## src/rtl/core/qvr_pkg.sv

```systemverilog
package qvr_pkg;

    localparam int COMPONENT_WIDTH = 16;

endpackage

```

## src/rtl/core/qvr_sqrt.sv

```systemverilog
module qvr_sqrt
    import qvr_pkg::*;
#(
    parameter int CW     = COMPONENT_WIDTH,
    parameter int SIDE_W = 8
)(
    input  logic                clk,
    input  logic                rst_n,
    input  logic                en,
    input  logic                in_valid,
    input  logic [2*CW:0]       in_s,
    input  logic [SIDE_W-1:0]   in_side,
    output logic                out_valid,
    output logic [CW+15:0]      out_root,
    output logic [SIDE_W-1:0]   out_side
);

    localparam int DW = CW + 16;
    localparam int NB = 2 * DW;
    localparam int RW = DW + 2;

    logic [NB-1:0]     n_reg     [DW+1];
    logic [RW-1:0]     rem_reg   [DW+1];
    logic [DW-1:0]     root_reg  [DW+1];
    logic [SIDE_W-1:0] side_reg  [DW+1];
    logic              valid_reg [DW+1];

    always_comb
    begin
        n_reg[0]     = NB'({in_s, 30'd0});
        rem_reg[0]   = '0;
        root_reg[0]  = '0;
        side_reg[0]  = in_side;
        valid_reg[0] = in_valid;
    end

    for (genvar k = 0; k < DW; k++)
    begin : g_step
        logic [RW-1:0] rem_sh;
        logic [RW-1:0] trial;
        logic          ge;

        always_comb
        begin
            rem_sh = {rem_reg[k][RW-3:0], n_reg[k][NB-1 -: 2]};
            trial  = {root_reg[k], 2'b01};
            ge     = rem_sh >= trial;
        end

        always_ff @(posedge clk or negedge rst_n)
        begin
            if (!rst_n)
            begin
                valid_reg[k+1] <= 1'b0;
            end
            else if (en)
            begin
                valid_reg[k+1] <= valid_reg[k];
            end
        end

        always_ff @(posedge clk)
        begin
            if (en)
            begin
                n_reg[k+1]    <= {n_reg[k][NB-3:0], 2'b00};
                rem_reg[k+1]  <= ge ? (rem_sh - trial) : rem_sh;
                root_reg[k+1] <= {root_reg[k][DW-2:0], ge};
                side_reg[k+1] <= side_reg[k];
            end
        end
    end

    assign out_valid = valid_reg[DW];
    assign out_root  = root_reg[DW];
    assign out_side  = side_reg[DW];

endmodule

```

## config.mk

```make
export PLATFORM = sky130hd
export DESIGN_NAME = qvr_sqrt
export DESIGN_NICKNAME = d
export VERILOG_FILES = /design/src/rtl/core/qvr_pkg.sv /design/src/rtl/core/qvr_sqrt.sv
export SDC_FILE = /design/constraint.sdc
export NUM_CORES = 2
export LEC_CHECK = 0
export BUFFER_PORTS_ARGS = -buffer_cell sky130_fd_sc_hd__buf_2
export CORE_MARGIN = 2
export CORE_UTILIZATION = 35
export DETAILED_ROUTE_END_ITERATION = 8
export PLACE_DENSITY = 0.55
export SYNTH_ARGS = -nofsm -noshare
export SYNTH_HDL_FRONTEND = slang
export SYNTH_SLANG_ARGS = --single-unit
export TNS_END_PERCENT = 10
```

## constraint.sdc

```tcl
create_clock -name clk -period 4.24 [get_ports clk]
set_clock_uncertainty 0.1 [all_clocks]
set_input_delay 0.848 -clock clk [delete_from_list [all_inputs] [get_ports clk]]
set_output_delay 0.848 -clock clk [all_outputs]
set_load 0.005 [all_outputs]
```

# Yosys cells after proc, flatten, opt, wreduce, memory -nomap -nowiden
# Index checks and enable logic that the tools add are counted.
dict set report totals {
  ff_bits 2050
  input_bits 45
  output_inout_bits 41
  word_cells 252
}
dict set report op_classes {
  n_addsub 31
  magnitude_cmp 32
  mux 31
}
# cell count
set op_table {}
lappend op_table {{$mux W32} 30}
lappend op_table {{$ge A34 B10 Y1} 1}
lappend op_table {{$ge A34 B11 Y1} 1}
lappend op_table {{$ge A34 B12 Y1} 1}
lappend op_table {{$ge A34 B13 Y1} 1}
lappend op_table {{$ge A34 B14 Y1} 1}
lappend op_table {{$ge A34 B15 Y1} 1}
lappend op_table {{$ge A34 B16 Y1} 1}
lappend op_table {{$ge A34 B17 Y1} 1}
lappend op_table {{$ge A34 B18 Y1} 1}
lappend op_table {{$ge A34 B19 Y1} 1}
lappend op_table {{$ge A34 B20 Y1} 1}
lappend op_table {{$ge A34 B21 Y1} 1}
lappend op_table {{$ge A34 B22 Y1} 1}
lappend op_table {{$ge A34 B23 Y1} 1}
lappend op_table {{$ge A34 B24 Y1} 1}
lappend op_table {{$ge A34 B25 Y1} 1}
lappend op_table {{$ge A34 B26 Y1} 1}
lappend op_table {{$ge A34 B27 Y1} 1}
lappend op_table {{$ge A34 B28 Y1} 1}
lappend op_table {{$ge A34 B29 Y1} 1}
lappend op_table {{$ge A34 B3 Y1} 1}
lappend op_table {{$ge A34 B30 Y1} 1}
lappend op_table {{$ge A34 B31 Y1} 1}
lappend op_table {{other kinds (41)} 41}

# Logic depth before layout (Yosys ltp)
dict set report depth {
  depth_word 2
  mapped_depth 15
  depth_no_buf 15
}

# Worst setup path after synthesis
# OpenSTA, ideal clock, no wires.
dict set report synth_timing {
  kind {register -> register}
  from {reg root_reg (netlist bit g_step[22].trial[2])}
  to {reg rem_reg (netlist bit g_step[23].rem_sh[30]), data pin}
  setup_ps 258
  t_arrival_ps 3175
  required_time_ps 3882
  slack_ps 707
  path_stages_with_launch 14
  path_buffers 0
  period_less_slack_ps 3533
  path_cell_list {edfxtp_1 inv_1 ha_1 inv_1 fa_1 nand2b_1 a21oi_1 o211a_1 o2111ai_1 o31ai_1 a21oi_1 a2111oi_0 nand3_1 xnor2_1}
}
dict set report synth_via {
  elab_chain_len 2
  word_cells_on_any_way 3
  classes_between {add/sub (1); order compare (1); mux (1)}
}
# element line
set synth_rtl {}
lappend synth_rtl {{start, declared} qvr_sqrt.sv:24} ;# logic [DW-1:0] root_reg [DW+1];
lappend synth_rtl {{start signal, assigned by index} qvr_sqrt.sv:68} ;# root_reg[k+1] <= {root_reg[k][DW-2:0], ge};
lappend synth_rtl {{$sub A32 B24 Y32 or $ge A34 B24 Y1 (tied branches)} {qvr_sqrt.sv:67, qvr_sqrt.sv:47}}
lappend synth_rtl {{$mux W32 (*)} qvr_sqrt.sv:67} ;# rem_reg[k+1] <= ge ? (rem_sh - trial) : rem_sh;
lappend synth_rtl {{end signal, assigned by index} qvr_sqrt.sv:67}
lappend synth_rtl {{end, declared} qvr_sqrt.sv:23} ;# logic [RW-1:0] rem_reg [DW+1];
# Every way passes the cells marked *; elsewhere a longest branch is shown, timed or not.
# A chain may end at the register's enable or synchronous reset.

# Worst setup path after layout
dict set report layout_timing {
  from {reg rem_reg (netlist bit g_step[7].rem_sh[7])}
  to {reg rem_reg (netlist bit g_step[8].rem_sh[17]), data pin}
}
dict set report layout_via {
  elab_chain_len 2
  word_cells_on_any_way 3
  classes_between {add/sub (1); order compare (1); mux (1)}
}
# element line
set layout_rtl {}
lappend layout_rtl {{$sub A32 B9 Y32 or $ge A34 B9 Y1 (tied branches)} {qvr_sqrt.sv:67, qvr_sqrt.sv:47}}
lappend layout_rtl {{$mux W32 (*)} qvr_sqrt.sv:67}
# Marks and branches as above.

==> impl_metrics.csv <==
group,metric,value,unit
drt,detail_route.iter0.violations,3672,
timing,tightestPinTransition,983,ps
clocking,ctsLongestPathBuffers,4,
logic_synthesis,ys.flop_type,"sky130_fd_sc_hd__edfxtp_1",
drt,vias_per_cell,4.98,
timing,final-hold-violation-count,0,
logic_synthesis,post_synth_num_cell_types,92,
floorplan,die_h,535,um
drt,post_drt_wl_per_cell,16.8,um
clocking,cts_tree,"yes",
hold_path,min_path_type,"in2reg",
timing,grt_setup_unrepaired,"false",
setup_path,worst_path_largest_cell_delay,860,ps
logic_synthesis,ys_ff_latch,2012,
logic_synthesis,post_synth_instance_area,0.0985,mm2
clocking,clock_latency,900,ps
placement,port-buffer-count,85,
global_route,grt_util_all_layers,0.141,
logic_synthesis,synthTopCellsByCount,"1980 x sky130_fd_sc_hd__edfxtp_1, 699 x sky130_fd_sc_hd__inv_1, 647 x sky130_fd_sc_hd__nand2_1",
drt,firstDrtPassIters,6,
global_route,grt_pass1_vias,61092,
drt,route.antenna.remaining_nets,0,
setup_path,crit_arrival,4440,ps
placement,place_area,0.104,mm2
placement,place_congestion,0.868,
final_layout,design_area,0.112,mm2
drt,route.detailed.drc,0,
final_layout,stdcell_count,12224,
placement,placedCellCount,11778,
setup_path,critPathSlowestCell,"sky130_fd_sc_hd__nor4b_1",
logic_synthesis,synth.yosys.seq_area_share,0.612,
timing,final.min_clock_period,3920,ps
setup_path,worstSetupStartpointType,"register",
global_route,grt_first_pass_wirelength,328000,um
logic_synthesis,post_synth_main_area_contributors,"sky130_fd_sc_hd__edfxtp_1 60%, sky130_fd_sc_hd__ha_1 6.7%, sky130_fd_sc_hd__xor2_1 3.4%",
placement,detailed_place_hpwl,151000,um
logic_synthesis,synth-async-reset-ratio,0.0159,
final_layout,area_growth_syn_to_layout,13.6,%
drt,wl,206000,um
timing,post-route-period-util,0.925,
setup_path,setup.worst_path.class,"reg2reg",
timing,max_slew_margin,0.338,
power,vdd_ir_drop_max,0.375,mV
clocking,clock_slew_seen_by_the_registers_of_the_worst_setup_and_hold_paths,60,ps
power,leakage,42.7,nW
logic_synthesis,synth_area_leader_cell,"sky130_fd_sc_hd__edfxtp_1",
floorplan,start_util,0.352,
timing,tns,0,ps
drt,vias,60858,
timing,setup_viol,0,
global_route,initial_antenna_violation_count,1,
timing,fmax,0.255,GHz
setup_path,critical_path.endpoint_type,"register",
clocking,h-tree-depth,4,
floorplan,floorplan.rows,194,
global_route,global_route.overflow_total,0,
clocking,total_clock_buffers_created_by_cts,228,
logic_synthesis,synth-edff-count,1980,
logic_synthesis,yosysTopAreaCellShare,0.603,
outcome,run_status,"finished, final reports clean",
run,drv_cap,0,
setup_path,cp.required,4760,ps
clocking,clkSinkCount,2012,
floorplan,core,0.280,mm2
final_layout,layout.nets,8908,
timing,maxSlewViolCount,0,
final_layout,largest_register_ff_count,956,
power,power_density,535,mW/mm2
final_layout,layout-drive-gt1-share,0.0894,
floorplan,floorplan.io_pins,86,
logic_synthesis,synthesis.area_per_instance,12.3,um2
logic_synthesis,synth_warnings,0,
floorplan,fp.dieW,535,um
global_route,grt_max_degree,144,
setup_path,regToRegSetupSlack,320,ps
setup_path,crit_fanout,5,
logic_synthesis,synth_nets,8573,
clocking,ctsRootBufferMaster,"sky130_fd_sc_hd__clkbuf_16",
logic_synthesis,synthMostInstantiatedCell,"sky130_fd_sc_hd__edfxtp_1",
logic_synthesis,syn-instance-count,7985,
floorplan,die_area,0.286,mm2
setup_path,cp_cell_sequence,"ha_1, nand3_1, nor4b_1, nor2_1, nand4b_1, o31ai_1, nor4_1, nand2b_1, xnor2_1",
report_power, final:
part	internal [mW]	switching [mW]
clock	11.0	7.92
sequential	25.6	1.96
combinational	5.89	7.57
final cells by class:
| class | count | area (um2) |
|---|---|---|
| fillers | 26203 | 168000 |
| well taps | 3724 | 4660 |
| repair buffers | 261 | 2140 |
| inverters | 701 | 2630 |
| multi-input cells | 5116 | 35100 |
| clock buffers | 273 | 5920 |
| flip-flops and latches | 2012 | 60300 |
| diodes | 1 | 2.50 |
| clock inverters | 136 | 1240 |
routing by layer:
metal | wire length (um) | GRT usage | up-vias
li1 | - | - | 30013
met1 | 86500 | 0.170 | 29216
met2 | 103000 | 0.253 | 1140
met3 | 7460 | 0.0200 | 489
met4 | 8570 | 0.0578 | 0
met5 | 0 | 0 | -
cells by family (layout without fill, tap and decap cells):
| logic type | after synthesis | after routing | synth area share |
|---|---|---|---|
| AO/OA/AOI/OAI | 1686 | 1686 | 0.106 |
| flip-flops | 2012 | 2012 | 0.612 |
| XOR/XNOR | 721 | 721 | 0.0641 |
| buffers and inverters | 857 | 1371 | 0.0332 |
| AND/OR/NAND/NOR | 2039 | 2039 | 0.101 |
| multiplexers | 126 | 126 | 0.0143 |
| adder cells (fa/ha/maj) | 543 | 543 | 0.0700 |
| other | 1 | 2 | 0.0000381 |
cells in the final DEF (no fill, tap or decap), types with 49 or more instances in the layout:
cell type and instances:
sky130_fd_sc_hd__a211oi_1 52, sky130_fd_sc_hd__a21o_1 174, sky130_fd_sc_hd__a21oi_1 431, sky130_fd_sc_hd__buf_2 84, sky130_fd_sc_hd__buf_4 117, sky130_fd_sc_hd__clkbuf_16 230, sky130_fd_sc_hd__edfxtp_1 1980, sky130_fd_sc_hd__ha_1 529
sky130_fd_sc_hd__inv_1 699, sky130_fd_sc_hd__mux2_2 115, sky130_fd_sc_hd__nand2_1 647, sky130_fd_sc_hd__nand2b_1 91, sky130_fd_sc_hd__nand3_1 124, sky130_fd_sc_hd__nand4_1 58, sky130_fd_sc_hd__nor2_1 412, sky130_fd_sc_hd__nor2b_1 62
sky130_fd_sc_hd__nor3_1 205, sky130_fd_sc_hd__nor4_1 101, sky130_fd_sc_hd__o21a_1 99, sky130_fd_sc_hd__o21ai_0 528, sky130_fd_sc_hd__o21bai_1 51, sky130_fd_sc_hd__o31ai_1 60, sky130_fd_sc_hd__or2_2 49, sky130_fd_sc_hd__or3_1 87
sky130_fd_sc_hd__or4_1 50, sky130_fd_sc_hd__xnor2_1 343, sky130_fd_sc_hd__xor2_1 378
critical path, delay by kind of cell (launching register included):
family	cells	cell delay (ps)
simple gates	6	2370
flops	1	400
fa+ha+maj	1	390
compound gates	1	240
xor+xnor	1	180
stage by stage:
step	worst slack [ps]	util	total power, mW	hold WS (ps)
floorplan	707	-	36.9	300
global placement	308	0.373	41.2	300
detailed placement	307	0.373	41.4	305
CTS	298	0.400	60.7	3.92
global route	113	0.400	63.3	22.3
finish	317	0.400	59.9	93.2
repair_timing:
| action | in CTS | in global routing |
|---|---|---|
| hold buffers | 36 | 0 |
| hold endpoints to repair | 67 | 0 |
| endpoints found under the setup margin | 0 | 29 |
| setup buffers | 0 | 0 |
| resized for setup | 0 | 1 |
final timing paths:
kind	from	end	cells after the start
worst max register to register	g_step[7].rem_sh[7]	g_step[8].rem_sh[17]	9
max in group asynchronous	rst_n	valid_reg[2]	2
worst max-delay path	g_step[7].rem_sh[7]	g_step[8].rem_sh[17]	9
worst min register to register	side_reg[27]	side_reg[19]	0
worst min-delay path	in_s[10]	n_reg[2026]	1
min in group asynchronous	rst_n	out_valid	2
Note: power is estimated with default switching activity, not from simulation.
